### src/rtl/kcl_pkg.sv
// ----------------------------------------------------------------------------
// kcl_pkg
// Shared types and constants of the keypad code lock: key characters, mode and
// status codes, beat payload structs and the reset code.
// ----------------------------------------------------------------------------
package kcl_pkg;

   // Default code length (keys per entry)
   localparam int CODE_LEN_DEF = 4;

   // Item kinds
   localparam logic FUNC_KEY    = 1'b0;
   localparam logic FUNC_REMOTE = 1'b1;

   // Key characters
   localparam logic [7:0] KEY_NONE = 8'h00;
   localparam logic [7:0] KEY_STAR = 8'h2A;   // '*'
   localparam logic [7:0] KEY_HASH = 8'h23;   // '#'
   localparam logic [7:0] KEY_END  = 8'h41;   // 'A'
   localparam logic [7:0] KEY_ONE  = 8'h31;   // '1', first reset code character

   // Count saturation limit
   localparam logic [3:0] COUNT_MAX = 4'd15;

   typedef enum logic [2:0] {
      MODE_IDLE    = 3'd0,
      MODE_UNLOCK  = 3'd1,
      MODE_OLD     = 3'd2,
      MODE_NEW     = 3'd3,
      MODE_CONFIRM = 3'd4
   } mode_type;

   typedef enum logic [2:0] {
      STATUS_NONE      = 3'd0,
      STATUS_UNLOCKED  = 3'd1,
      STATUS_WRONG     = 3'd2,
      STATUS_CHANGED   = 3'd3,
      STATUS_DIFFER    = 3'd4,
      STATUS_OLD_WRONG = 3'd5
   } status_type;

   typedef struct packed {
      logic        func;
      logic [7:0]  key_char;
      logic [31:0] remote_code;
      logic        remote_open;
   } req_type;

   typedef struct packed {
      status_type status;
      mode_type   mode_now;
      logic [3:0] keys_shown;
      logic       hold_open_level;
   } rsp_type;

   // Reset value of code character k: '1' + k
   function automatic logic [7:0] reset_char(input int k);
      reset_char = KEY_ONE + 8'(k);
   endfunction

endpackage

### src/rtl/kcl_in_stage.sv
// ----------------------------------------------------------------------------
// kcl_in_stage
// Input register: captures one request beat and holds it until the result
// register can take its outcome.
// ----------------------------------------------------------------------------
module kcl_in_stage (
   input  logic             clock,
   input  logic             reset,
   input  logic             req_valid,
   output logic             req_stall,
   input  kcl_pkg::req_type req_data,
   input  logic             advance,
   output logic             item_valid,
   output kcl_pkg::req_type item_data
);

   logic             valid_ff;
   logic             valid_in;
   kcl_pkg::req_type data_ff;

   // Hold while a captured beat cannot move on
   assign req_stall = valid_ff & ~advance;

   always_comb begin
      valid_in = valid_ff;
      if (!req_stall) begin
         valid_in = req_valid;
      end
   end

   always_ff @(posedge clock) begin
      if (reset) begin
         valid_ff <= 1'b0;
      end else begin
         valid_ff <= valid_in;
      end
   end

   always_ff @(posedge clock) begin
      if (req_valid && !req_stall) begin
         data_ff <= req_data;
      end
   end

   assign item_valid = valid_ff;
   assign item_data  = data_ff;

endmodule

### src/rtl/kcl_core.sv
// ----------------------------------------------------------------------------
// kcl_core
// Lock state and its update: one key or remote command per fire, computing
// the next state and the result beat in a single pass.
// ----------------------------------------------------------------------------
module kcl_core #(
   parameter int CODE_LEN = kcl_pkg::CODE_LEN_DEF
) (
   input  logic             clock,
   input  logic             reset,
   input  logic             fire,
   input  kcl_pkg::req_type item,
   output kcl_pkg::rsp_type result
);

   localparam int         IDX_W    = (CODE_LEN > 1) ? $clog2(CODE_LEN) : 1;
   localparam int         REMOTE_N = (CODE_LEN < 4) ? CODE_LEN : 4;
   localparam logic [3:0] LEN_C    = 4'(CODE_LEN);

   kcl_pkg::mode_type mode_ff, mode_in;
   logic [7:0]        stored_code_ff [CODE_LEN];
   logic [7:0]        stored_code_in [CODE_LEN];
   logic [7:0]        first_entry_ff [CODE_LEN];
   logic [7:0]        first_entry_in [CODE_LEN];
   logic [3:0]        match_count_ff, match_count_in;
   logic              entry_bad_ff, entry_bad_in;
   logic [3:0]        typed_count_ff, typed_count_in;
   logic [3:0]        first_count_ff, first_count_in;
   logic              hold_open_ff, hold_open_in;
   kcl_pkg::status_type status_in;

   logic [IDX_W-1:0]  idx;
   logic              in_range;
   logic              good;
   logic              ok;
   logic [7:0]        key;

   assign key      = item.key_char;
   assign idx      = typed_count_ff[IDX_W-1:0];
   assign in_range = (typed_count_ff < LEN_C);
   assign good     = !entry_bad_ff && (typed_count_ff == LEN_C) && (match_count_ff == LEN_C);

   always_comb begin
      mode_in        = mode_ff;
      stored_code_in = stored_code_ff;
      first_entry_in = first_entry_ff;
      match_count_in = match_count_ff;
      entry_bad_in   = entry_bad_ff;
      typed_count_in = typed_count_ff;
      first_count_in = first_count_ff;
      hold_open_in   = hold_open_ff;
      status_in      = kcl_pkg::STATUS_NONE;
      ok             = 1'b0;

      if (fire) begin
         if (item.func == kcl_pkg::FUNC_REMOTE) begin
            for (int k = 0; k < REMOTE_N; k++) begin
               stored_code_in[k] = item.remote_code[8*(3-k) +: 8];
            end
            hold_open_in = item.remote_open;
         end else if (key != kcl_pkg::KEY_NONE) begin
            case (mode_ff)
               kcl_pkg::MODE_UNLOCK, kcl_pkg::MODE_OLD,
               kcl_pkg::MODE_NEW, kcl_pkg::MODE_CONFIRM: begin
                  if (key == kcl_pkg::KEY_END) begin
                     // Entry ends: clear entry counters, pick next mode
                     match_count_in = 4'd0;
                     entry_bad_in   = 1'b0;
                     typed_count_in = 4'd0;
                     mode_in        = kcl_pkg::MODE_IDLE;
                     case (mode_ff)
                        kcl_pkg::MODE_UNLOCK: begin
                           status_in = good ? kcl_pkg::STATUS_UNLOCKED
                                            : kcl_pkg::STATUS_WRONG;
                        end
                        kcl_pkg::MODE_OLD: begin
                           if (good) begin
                              mode_in = kcl_pkg::MODE_NEW;
                           end else begin
                              status_in = kcl_pkg::STATUS_OLD_WRONG;
                           end
                        end
                        kcl_pkg::MODE_NEW: begin
                           first_count_in = typed_count_ff;
                           mode_in        = kcl_pkg::MODE_CONFIRM;
                        end
                        default: begin
                           if (good && first_count_ff == LEN_C) begin
                              stored_code_in = first_entry_ff;
                              status_in      = kcl_pkg::STATUS_CHANGED;
                           end else begin
                              status_in = kcl_pkg::STATUS_DIFFER;
                           end
                        end
                     endcase
                  end else begin
                     if (mode_ff == kcl_pkg::MODE_NEW) begin
                        if (in_range) begin
                           first_entry_in[idx] = key;
                        end
                     end else begin
                        if (mode_ff == kcl_pkg::MODE_CONFIRM) begin
                           ok = in_range && (typed_count_ff < first_count_ff)
                                && (first_entry_ff[idx] == key);
                        end else begin
                           ok = in_range && (stored_code_ff[idx] == key);
                        end
                        if (ok && !entry_bad_ff) begin
                           match_count_in = match_count_ff + 4'd1;
                        end else begin
                           entry_bad_in = 1'b1;
                        end
                     end
                     if (typed_count_ff < kcl_pkg::COUNT_MAX) begin
                        typed_count_in = typed_count_ff + 4'd1;
                     end
                  end
               end
               default: begin
                  // Idle: only '*' and '#' open an entry
                  if (key == kcl_pkg::KEY_STAR || key == kcl_pkg::KEY_HASH) begin
                     mode_in = (key == kcl_pkg::KEY_STAR) ? kcl_pkg::MODE_UNLOCK
                                                          : kcl_pkg::MODE_OLD;
                     match_count_in = 4'd0;
                     entry_bad_in   = 1'b0;
                     typed_count_in = 4'd0;
                  end else begin
                     mode_in = kcl_pkg::MODE_IDLE;
                  end
               end
            endcase
         end
      end
   end

   always_ff @(posedge clock) begin
      if (reset) begin
         mode_ff        <= kcl_pkg::MODE_IDLE;
         match_count_ff <= 4'd0;
         entry_bad_ff   <= 1'b0;
         typed_count_ff <= 4'd0;
         first_count_ff <= 4'd0;
         hold_open_ff   <= 1'b0;
         for (int k = 0; k < CODE_LEN; k++) begin
            stored_code_ff[k] <= kcl_pkg::reset_char(k);
         end
      end else begin
         mode_ff        <= mode_in;
         match_count_ff <= match_count_in;
         entry_bad_ff   <= entry_bad_in;
         typed_count_ff <= typed_count_in;
         first_count_ff <= first_count_in;
         hold_open_ff   <= hold_open_in;
         stored_code_ff <= stored_code_in;
      end
   end

   // New-entry buffer is only read at positions already typed
   always_ff @(posedge clock) begin
      first_entry_ff <= first_entry_in;
   end

   assign result.status          = status_in;
   assign result.mode_now        = mode_in;
   assign result.keys_shown      = typed_count_in;
   assign result.hold_open_level = hold_open_in;

endmodule

### src/rtl/kcl_out_stage.sv
// ----------------------------------------------------------------------------
// kcl_out_stage
// Result register: holds one response beat until the consumer takes it and
// tells the upstream stage when it may advance.
// ----------------------------------------------------------------------------
module kcl_out_stage (
   input  logic             clock,
   input  logic             reset,
   input  logic             item_valid,
   input  kcl_pkg::rsp_type result,
   output logic             advance,
   output logic             fire,
   output logic             rsp_valid,
   input  logic             rsp_stall,
   output kcl_pkg::rsp_type rsp_data
);

   logic             valid_ff;
   logic             valid_in;
   kcl_pkg::rsp_type data_ff;

   assign advance = ~valid_ff | ~rsp_stall;
   assign fire    = item_valid & advance;

   always_comb begin
      valid_in = valid_ff;
      if (advance) begin
         valid_in = item_valid;
      end
   end

   always_ff @(posedge clock) begin
      if (reset) begin
         valid_ff <= 1'b0;
      end else begin
         valid_ff <= valid_in;
      end
   end

   always_ff @(posedge clock) begin
      if (fire) begin
         data_ff <= result;
      end
   end

   assign rsp_valid = valid_ff;
   assign rsp_data  = data_ff;

endmodule

### src/rtl/keypad_code_lock.sv
// Path: a request beat is held in the input register, then in the result
//   register, whose output is the response beat.
// Throughput: one beat per cycle while rsp_stall is low; the lock state and
//   result update in one short pass between the two registers.
// Reset: synchronous; mode idle, counters cleared, code "1234..." restored,
//   hold-open low, no beat in flight.
// ----------------------------------------------------------------------------
// keypad_code_lock
// Keypad combination lock controller: unlock entry, code change with confirm,
// and a remote command that sets the code and the hold-open level.
// ----------------------------------------------------------------------------
module keypad_code_lock #(
   parameter int CODE_LEN = kcl_pkg::CODE_LEN_DEF
) (
   input  logic        clock,
   input  logic        reset,
   // request channel
   input  logic        req_valid,
   output logic        req_stall,
   input  logic        req_func,
   input  logic [7:0]  req_key_char,
   input  logic [31:0] req_remote_code,
   input  logic        req_remote_open,
   // response channel
   output logic        rsp_valid,
   input  logic        rsp_stall,
   output logic [2:0]  rsp_status,
   output logic [2:0]  rsp_mode_now,
   output logic [3:0]  rsp_keys_shown,
   output logic        rsp_hold_open_level
);

   kcl_pkg::req_type req_data;
   kcl_pkg::req_type item_data;
   kcl_pkg::rsp_type result;
   kcl_pkg::rsp_type rsp_data;
   logic             item_valid;
   logic             advance;
   logic             fire;

   // Bundle the request fields into one beat
   assign req_data.func        = req_func;
   assign req_data.key_char    = req_key_char;
   assign req_data.remote_code = req_remote_code;
   assign req_data.remote_open = req_remote_open;

   // Input register: holds the beat while the result register is blocked
   kcl_in_stage u_in (
      .clock      (clock),
      .reset      (reset),
      .req_valid  (req_valid),
      .req_stall  (req_stall),
      .req_data   (req_data),
      .advance    (advance),
      .item_valid (item_valid),
      .item_data  (item_data)
   );

   // Lock state: updates only when the beat moves into the result register,
   // so each beat is applied exactly once regardless of stalls
   kcl_core #(
      .CODE_LEN (CODE_LEN)
   ) u_core (
      .clock  (clock),
      .reset  (reset),
      .fire   (fire),
      .item   (item_data),
      .result (result)
   );

   // Result register: advance whenever empty or being drained this cycle
   kcl_out_stage u_out (
      .clock      (clock),
      .reset      (reset),
      .item_valid (item_valid),
      .result     (result),
      .advance    (advance),
      .fire       (fire),
      .rsp_valid  (rsp_valid),
      .rsp_stall  (rsp_stall),
      .rsp_data   (rsp_data)
   );

   // Unpack the response beat
   assign rsp_status          = rsp_data.status;
   assign rsp_mode_now        = rsp_data.mode_now;
   assign rsp_keys_shown      = rsp_data.keys_shown;
   assign rsp_hold_open_level = rsp_data.hold_open_level;

endmodule
### config.mk
export PLATFORM = sky130hd
export DESIGN_NAME = keypad_code_lock
export DESIGN_NICKNAME = d
export VERILOG_FILES = /design/src/rtl/kcl_pkg.sv /design/src/rtl/kcl_in_stage.sv /design/src/rtl/kcl_core.sv /design/src/rtl/kcl_out_stage.sv /design/src/rtl/keypad_code_lock.sv
export SDC_FILE = /design/constraint.sdc
export NUM_CORES = 1
export LEC_CHECK = 0
export BUFFER_PORTS_ARGS = -buffer_cell sky130_fd_sc_hd__buf_4
export CORE_ASPECT_RATIO = 1.4
export CORE_MARGIN = 5
export CORE_UTILIZATION = 35
export DETAILED_ROUTE_END_ITERATION = 10
export HOLD_SLACK_MARGIN = 0.08
export MAX_ROUTING_LAYER = met4
export SYNTH_ARGS = -nofsm -noshare
export SYNTH_HDL_FRONTEND = slang
export SYNTH_SLANG_ARGS = --single-unit
### constraint.sdc
create_clock -name clock -period 3.75 [get_ports clock]
set_clock_uncertainty 0.05 [all_clocks]
set_input_delay 0.75 -clock clock [delete_from_list [all_inputs] [get_ports clock]]
set_output_delay 0.75 -clock clock [all_outputs]
set_load 0.005 [all_outputs]
# Word-level counts from Yosys, hierarchy flattened
# Cells that the tools add are included.
# totals
word_cells	138
ff_bits	136
inputBits	46
out_inout_bits	13
# classes
mux	54
magnitude_cmp	5
n_bitwise	11
reduce_logical	26
eq_ne	16
add_sub_neg	2
# op_table
op	n
$mux 32	6
$mux 4	12
$mux 8	5
$bmux 8 s2	2
$bwmux 32	1
$mux 3	8
$reduce_and 6->1	4
$demux 8 s2	1
$eq 8x6->1 const B	2
$eq 8x8->1	2
$mux 1	14
$eq 4x3->1 const B	3
$reduce_bool 2->1	5
$logic_and 1x1->1	9
$pmux 3 s3	1
$add 4x1->4 const B	2
$eq 8x7->1 const B	1
$reduce_bool 8->1	1
$reduce_or 4->1	2
$not 1->1	7
$reduce_and 7->1	1
$eq 3x2->1 const B	2
$mux 2	3
$ne 3x2->1 const B	2
16 further kinds	18

# Depth between registers and ports, before layout
# Gate-level depths: netlist of run 1.
# logic_depth
ltp_word	18
ltp_mapped	13
mapped_depth_nobuf	9

# By module
# Synthesis of run 1 repeated with hierarchy kept, for this count alone.
# hier_totals
hier_cells	457
area_unflattened_um2	6014.5
# by_module_without_submodules
module	area_each_um2	seq_area_each_um2	instances	cells_per_inst
kcl_core	4334.2	1941.9	1	395
kcl_in_stage	1311.3	1281.2	1	46
kcl_out_stage	369.1	350.3	1	16

# Worst setup path before layout of run 1
# No wires, ideal clock.
# synth_timing
path_type	input to register
from	in rsp_stall
to	reg u_in.data_ff, in the netlist u_in.item_data[0], enable pin
setup_time_ns	0.446
stages	2
slack_ns	0.399
arrival_time_ns	2.854
n_path_buf	0
path_cell_list	and3_1 nor2b_1
# synth_via
elab_chain_cells	6
# synth_lines
element	line	rtl
start: declaration	keypad_code_lock.sv:26	input logic rsp_stall,
$not 1->1	kcl_out_stage.sv:22	assign advance = ~valid_ff | ~rsp_stall;
$or 1x1->1	kcl_out_stage.sv:22	
$not 1->1	kcl_in_stage.sv:22	assign req_stall = valid_ff & ~advance;
$and 1x1->1	kcl_in_stage.sv:22	
$logic_not 1->1	-	
$logic_and 1x1->1	kcl_in_stage.sv:40	if (req_valid && !req_stall) begin
end signal: assignment	kcl_in_stage.sv:41	data_ff <= req_data;
end: declaration	kcl_in_stage.sv:19	kcl_pkg::req_type data_ff;
# No other way between the ends.
# A chain may end at the register's enable or synchronous reset.

# Worst setup path in the final report of run 1
# layout_timing
from	reg u_core.typed_count_ff[0]
to	reg u_core.stored_code_ff[17] (netlist bit)
# layout_via
elab_chain_cells	6
# layout_lines
element	line	rtl
start: declaration	kcl_core.sv:27	logic [3:0] typed_count_ff, typed_count_in;
start signal: assignment	kcl_core.sv:151	typed_count_ff <= typed_count_in;
$eq 4x3->1	kcl_core.sv:41	assign good = !entry_bad_ff && (typed_count_ff == LEN_C) && (match_count_ff == LEN_C);
$logic_and 1x1->1 (2 in series)	kcl_core.sv:41	
$logic_and 1x1->1	kcl_core.sv:88	if (good && first_count_ff == LEN_C) begin
$reduce_bool 2->1 (no source line)	-	
$reduce_and 6->1 (no source line)	-	
end signal: indexed assignment	kcl_core.sv:145	stored_code_ff[k] <= kcl_pkg::reset_char(k);
end signal: assignment	kcl_core.sv:154	stored_code_ff <= stored_code_in;
end: declaration	kcl_core.sv:21	logic [7:0] stored_code_ff [CODE_LEN];
# No other way between the ends.

==> results of run 1 <==
==> worst max-delay path, delay by kind of cell (launching register included) <==
family | cells | cell delay, ns
compound gates | 2 | 1.07
fa+ha+maj | 1 | 0.28
buf+inv | 1 | 0.23
flops | 1 | 0.63
simple gates | 5 | 0.69
==> flip-flops by register name, indices dropped and copies added, names as in the netlist <==
signal	count
u_out.rsp_valid	1
u_core.mode_ff	3
u_core.match_count_ff	4
u_in.item_valid	1
u_in.item_data	42
u_core.entry_bad_ff	1
u_core.stored_code_ff	32
u_core.first_entry_ff	32
u_core.typed_count_ff	4
u_out.rsp_data	11
u_core.first_count_ff	4
u_core.hold_open_ff	1
==> layer usage <==
| layer | up-vias | global-route usage | share of wire |
|---|---|---|---|
| li1 | 1862 | - | - |
| met1 | 1926 | 0.171 | 0.41 |
| met2 | 91 | 0.244 | 0.54 |
| met3 | 17 | 0.0270 | 0.036 |
| met4 | 0 | 0.0565 | 0.023 |
| met5 | - | - | 0 |
==> synthesized netlist by cell type (12+ instances only) <==
master / number
dfxtp_1: 51
mux2i_1: 41
nand2_1: 23
a211o_1: 13
nor2_1: 50
edfxtp_1: 85
a21oi_1: 12
xnor2_1: 14
mux4_2: 12
nor2b_1: 13
==> cells by family after synthesis <==
family / count (synthesis) / synth area share
buffers and inverters: 39 / 0.0505
xor gates and xnor gates: 21 / 0.0296
DFF: 136 / 0.574
adders and majority gates: 9 / 0.0181
AOI/OAI and AO/OA: 73 / 0.0991
muxes: 56 / 0.117
and+or+nand+nor: 136 / 0.111
==> cell type report <==
class / count / area (um^2)
multi-input combinational: 295 / 2340
sequential: 136 / 3570
inverter: 10 / 37.5
clock inverter: 6 / 28.8
clock buffer: 24 / 472
tap: 236 / 295
timing repair buffer: 66 / 495
fill: 1686 / 10200
==> power by group through the flow <==
stage | registers (uW) | clock network, uW | logic [uW]
2_1_floorplan | 1700 | 0 | 129
3_3_place_gp | 1710 | 0 | 188
3_5_place_dp | 1710 | 0 | 192
4_1_cts | 1680 | 1470 | 192
5_1_grt | 1680 | 1540 | 206
6_report | 1680 | 1430 | 188
==> how the worst max path moves through the flow <==
stage / end / slack (ns) / cells after the start
2_1_floorplan: u_in.item_data[0]$_DFFE_PP_ / 0.40 / 2
3_3_place_gp: u_core.stored_code_ff[9]$_SDFFE_PP1P_ / 0.74 / 9
3_5_place_dp: u_core.stored_code_ff[2]$_SDFFE_PP1P_ / 0.70 / 9
4_1_cts: u_core.stored_code_ff[17]$_SDFFE_PP1P_ / 0.65 / 9
5_1_grt: u_core.stored_code_ff[13]$_SDFFE_PP1P_ / 0.36 / 9
6_report: u_core.stored_code_ff[17]$_SDFFE_PP1P_ / 0.66 / 9
==> stage by stage <==
stage / worst slack, ns / util / power, uW / instances
2_1_floorplan: 0.399 / - / 1820 / 470
3_3_place_gp: 0.745 / 0.388 / 1890 / 743
3_5_place_dp: 0.705 / 0.388 / 1900 / 743
4_1_cts: 0.649 / 0.416 / 3330 / 773
5_1_grt: 0.355 / 0.416 / 3430 / 773
6_report: 0.661 / 0.416 / 3290 / 773
==> flow_summary.toml, run 1 <==
[power]
seq_power_share = 0.508
switching_power_uw = 695
p_leak_uw = 0.00262
vdd_ir_drop_max_v = 0.000260
pwr-share-clk = 0.434
internal_power_uw = 2600
p_comb_frac = 0.057
p_sw_frac = 0.211
powerDensity_nw_per_um2 = 455

[cells_and_area]
final_common_cell = "edfxtp_1"
drive_gt1_frac = 0.236
final_nets = 581
stdcell_area_um2 = 7240
final_cell_mix = "85 x edfxtp_1, 66 x buf_4, 51 x dfxtp_1"
diodes = 0
area_growth_pct = 16.4

[detailed_routing]
drt-pass1-iter-count = 5
wl_per_cell_um = 18.3
drt_iter0_markers = 249
ant_nets = 0
wirelength_um = 14200
drc = 0
vias_per_cell = 5.04
vias = 3896

[place]
portBuffers = 58
dp_hpwl_um = 10000
dpl_cell_area_um2 = 6740
gp_congestion = 0.868

[clock_network]
cts-root-buf = "clkbuf_16"
cts.hold.buffers_added = 0
htree_levels = 4
post_cts_buffers = 0
cts_tree = "yes"
clk_pin_slew_ns = 0.05
clk-insertion-delay-late_ns = 0.40
clock_path_buffers = 2
cts.sinks = 136
post_cts_resized = 0
cts_buffers = 17

[job]
max_cap_violations = 0

[synth]
netlist_area_um2 = 6220
synth_edf_count = 85
synth_area_leaders = "edfxtp_1 41%, dfxtp_1 16%, mux2i_1 6.6%"
yosysTopAreaCell = "edfxtp_1"
syn_nets = 525
ys_types = 63
synth-async-reset-ratio = 0
synth.ff_latch_count = 136
ys.flop_type = "edfxtp_1"
syn_inst = 470
yosys.area.top_type_share = 0.410
synth-seq-area-share = 0.574
yosys_warnings = 0
syn_area_per_cell_um2 = 13.2

[critical_path]
critical_path.endpoint_type = "register"
crit_type = "reg -> reg"
ff2ff_setup_slack_ns = 0.66
critPathRequiredTime_ns = 3.99
rr_worst_depth = 9
cpPeakStageDelay_ns = 0.77
path_cells = "inv_1, ha_1, and4b_1, nand3_2, or4_4, nor3_4, o21ai_2, nor2_1, a211o_1"
cp_slowest_cell = "o21ai_2"
critPathLaunchType = "register"
arrival_ns = 3.33
worstPathMaxFanout = 26
crit_start = "u_core.typed_count_ff[0]$_SDFF_PP0_"
r2r-end = "u_core.stored_code_ff[17]$_SDFFE_PP1P_"
reg2reg_from = "u_core.typed_count_ff[0]$_SDFF_PP0_"

[min_path]
hold_path_class = "reg -> reg"
whs_path_depth = 2
min_to = "u_core.first_count_ff[3]$_SDFFE_PP0P_"
hold_path.startpoint = "u_core.first_count_ff[3]$_SDFFE_PP0P_"

[timing]
finalCritPeriodShare = 0.824
tightestPinTransition_ns = 1.00
fmax_ghz = 0.324
setup-tns-final_ns = 0
grt_setup_unrepaired = "no"
min_period_ns = 3.09
setup_viol = 0
slew_viol_final = 0
maxSlewHeadroom = 0.331
hold_ws_ns = 0.404
hold_viol = 0

[floorplan]
pin_count = 59
die-area_um2 = 20600
die_w_um = 123
core_um2 = 17400
row_count = 57
start_util = 0.358
die_h_um = 168

[grt]
grt_max_degree = 53
grt.total_usage = 0.145
globalRouteOverflowTotal = 0
grt_pass1_vias = 3972
antenna_found_initial = 0
grt_pass1_wl_um = 22100

[status]
status = "complete, no violations"
No activity file was read; power rests on OpenSTA's default activity.
==> inputs of run 2 (changes only) <==
- clock period: 3.75 -> 2.5 ns (I/O delays scaled with it)
==> flow_summary.toml, run 2 (synthesis results as in run 1) <==
[clock_network]
cts.sinks = 136
cts_tree = "yes"
clk_pin_slew_ns = 0.06
htree_levels = 4
cts_buffers = 17
cts-root-buf = "clkbuf_16"
clk-insertion-delay-late_ns = 0.41
cts.hold.buffers_added = 0
clock_path_buffers = 2

[critical_path]
crit_type = "reg -> reg"
arrival_ns = 2.70
worstPathMaxFanout = 6
critPathLaunchType = "register"
critPathRequiredTime_ns = 2.76
critical_path.endpoint_type = "register"

[cells_and_area]
largest_reg_flops = 42
stdcell_area_um2 = 7940
final_cell_mix = "104 x buf_4, 85 x edfxtp_1, 49 x dfxtp_1"
final_nets = 634
final_common_cell = "buf_4"
fillCellCount = 1575
drive_gt1_frac = 0.346
area_growth_pct = 27.5
diodes = 0

[timing]
hold_viol = 0
fmax_ghz = 0.410
tightestPinTransition_ns = 0.611
grt_setup_unrepaired = "yes"
slew_viol_final = 0
final.setup.worst_slack_ns = 0.0598
maxSlewHeadroom = 0.589
setup_viol = 0
setup-tns-final_ns = 0
finalCritPeriodShare = 0.976
hold_ws_ns = 0.209
min_period_ns = 2.44

[detailed_routing]
top_layer = "met4"
wirelength_um = 16100
drc = 0
wl_per_cell_um = 19.4
route.met2.wl_um = 9000
ant_nets = 0
vias_per_cell = 5.12
drt-pass1-iter-count = 4
routed-wl-met3_um = 631
met1Wirelength_um = 6110
drt_iter0_markers = 270
vias = 4241

[place]
preCtsSetupSlack_ns = -0.0188
dp_hpwl_um = 10700
portBuffers = 58
dpl_cell_area_um2 = 7040
gp_congestion = 0.883

[min_path]
hold_path_class = "in -> reg"

[floorplan]
die_w_um = 123
die-area_um2 = 20600
core_um2 = 17400
pin_count = 59
start_util = 0.358
row_count = 57
die_h_um = 168

[grt]
globalRouteOverflowTotal = 0
grt_max_degree = 43
grt.total_usage = 0.153
grt_pass1_vias = 4369
grt_pass1_wl_um = 23500
antenna_found_initial = 0

[power]
finalPower_uw = 5260
powerDensity_nw_per_um2 = 663
p_leak_uw = 0.00298
vdd_ir_drop_max_v = 0.000381

[status]
status = "complete, no violations"

[job]
max_cap_violations = 0
[run 2: final timing paths]
check	startpoint	endpoint	slack [ns]	cells after the start
worst min-delay path	req_remote_code[29]	u_in.item_data[30]$_DFFE_PP_	0.21	1
worst max register to register	u_core.typed_count_ff[0]$_SDFF_PP0_	u_core.entry_bad_ff$_SDFFE_PP0P_	0.06	10
worst min register to register	u_core.first_count_ff[3]$_SDFFE_PP0P_	u_core.first_count_ff[3]$_SDFFE_PP0P_	0.42	2
worst max-delay path	u_core.typed_count_ff[0]$_SDFF_PP0_	u_core.entry_bad_ff$_SDFFE_PP0P_	0.06	10
[run 2: layout make-up]
class                   instances  area [um^2]  share of cell area
repair buffers                118         1020               0.129
flip-flops and latches        136         3580               0.451
multi-input cells             296         2430               0.306
clock inverters                15          144              0.0181
clock buffers                  17          425              0.0536
inverters                      10         42.5             0.00536
well taps                     236          295              0.0372
[run 2: repair_timing]
item	in CTS	in global routing
setup buffers	3	11
resized for setup	0	21
endpoints found under the setup margin	2	32
pin swaps	0	18
cloned	0	7
[run 2: per-layer routing]
| layer | track usage | up-vias |
|---|---|---|
| met1 | 0.169 | 2123 |
| met2 | 0.271 | 114 |
| met5 | - | - |
| li1 | - | 1981 |
| met3 | 0.0270 | 23 |
| met4 | 0.0585 | 0 |
[run 2: where the power goes]
| group | switching [uW] | internal (uW) |
|---|---|---|
| logic | 170 | 170 |
| registers | 45.9 | 2460 |
| clock network | 1020 | 1390 |
[run 2: critical path, stage by stage (launching register included)]
cell and delay, ns:
dfxtp_4 0.40, buf_4 0.13, buf_12 0.10, mux4_2 0.49, xnor2_1 0.16, o211ai_1 0.10
nand4b_1 0.31, o22ai_2 0.25, buf_4 0.15, nand2_2 0.03, and3b_1 0.17
[run 2: through the flow]
stage / util / cells
after global placement: 0.404 / 775
after global routing: 0.456 / 828
after detailed placement: 0.404 / 775
after floorplan: - / 470
final: 0.456 / 828
after CTS: 0.439 / 810
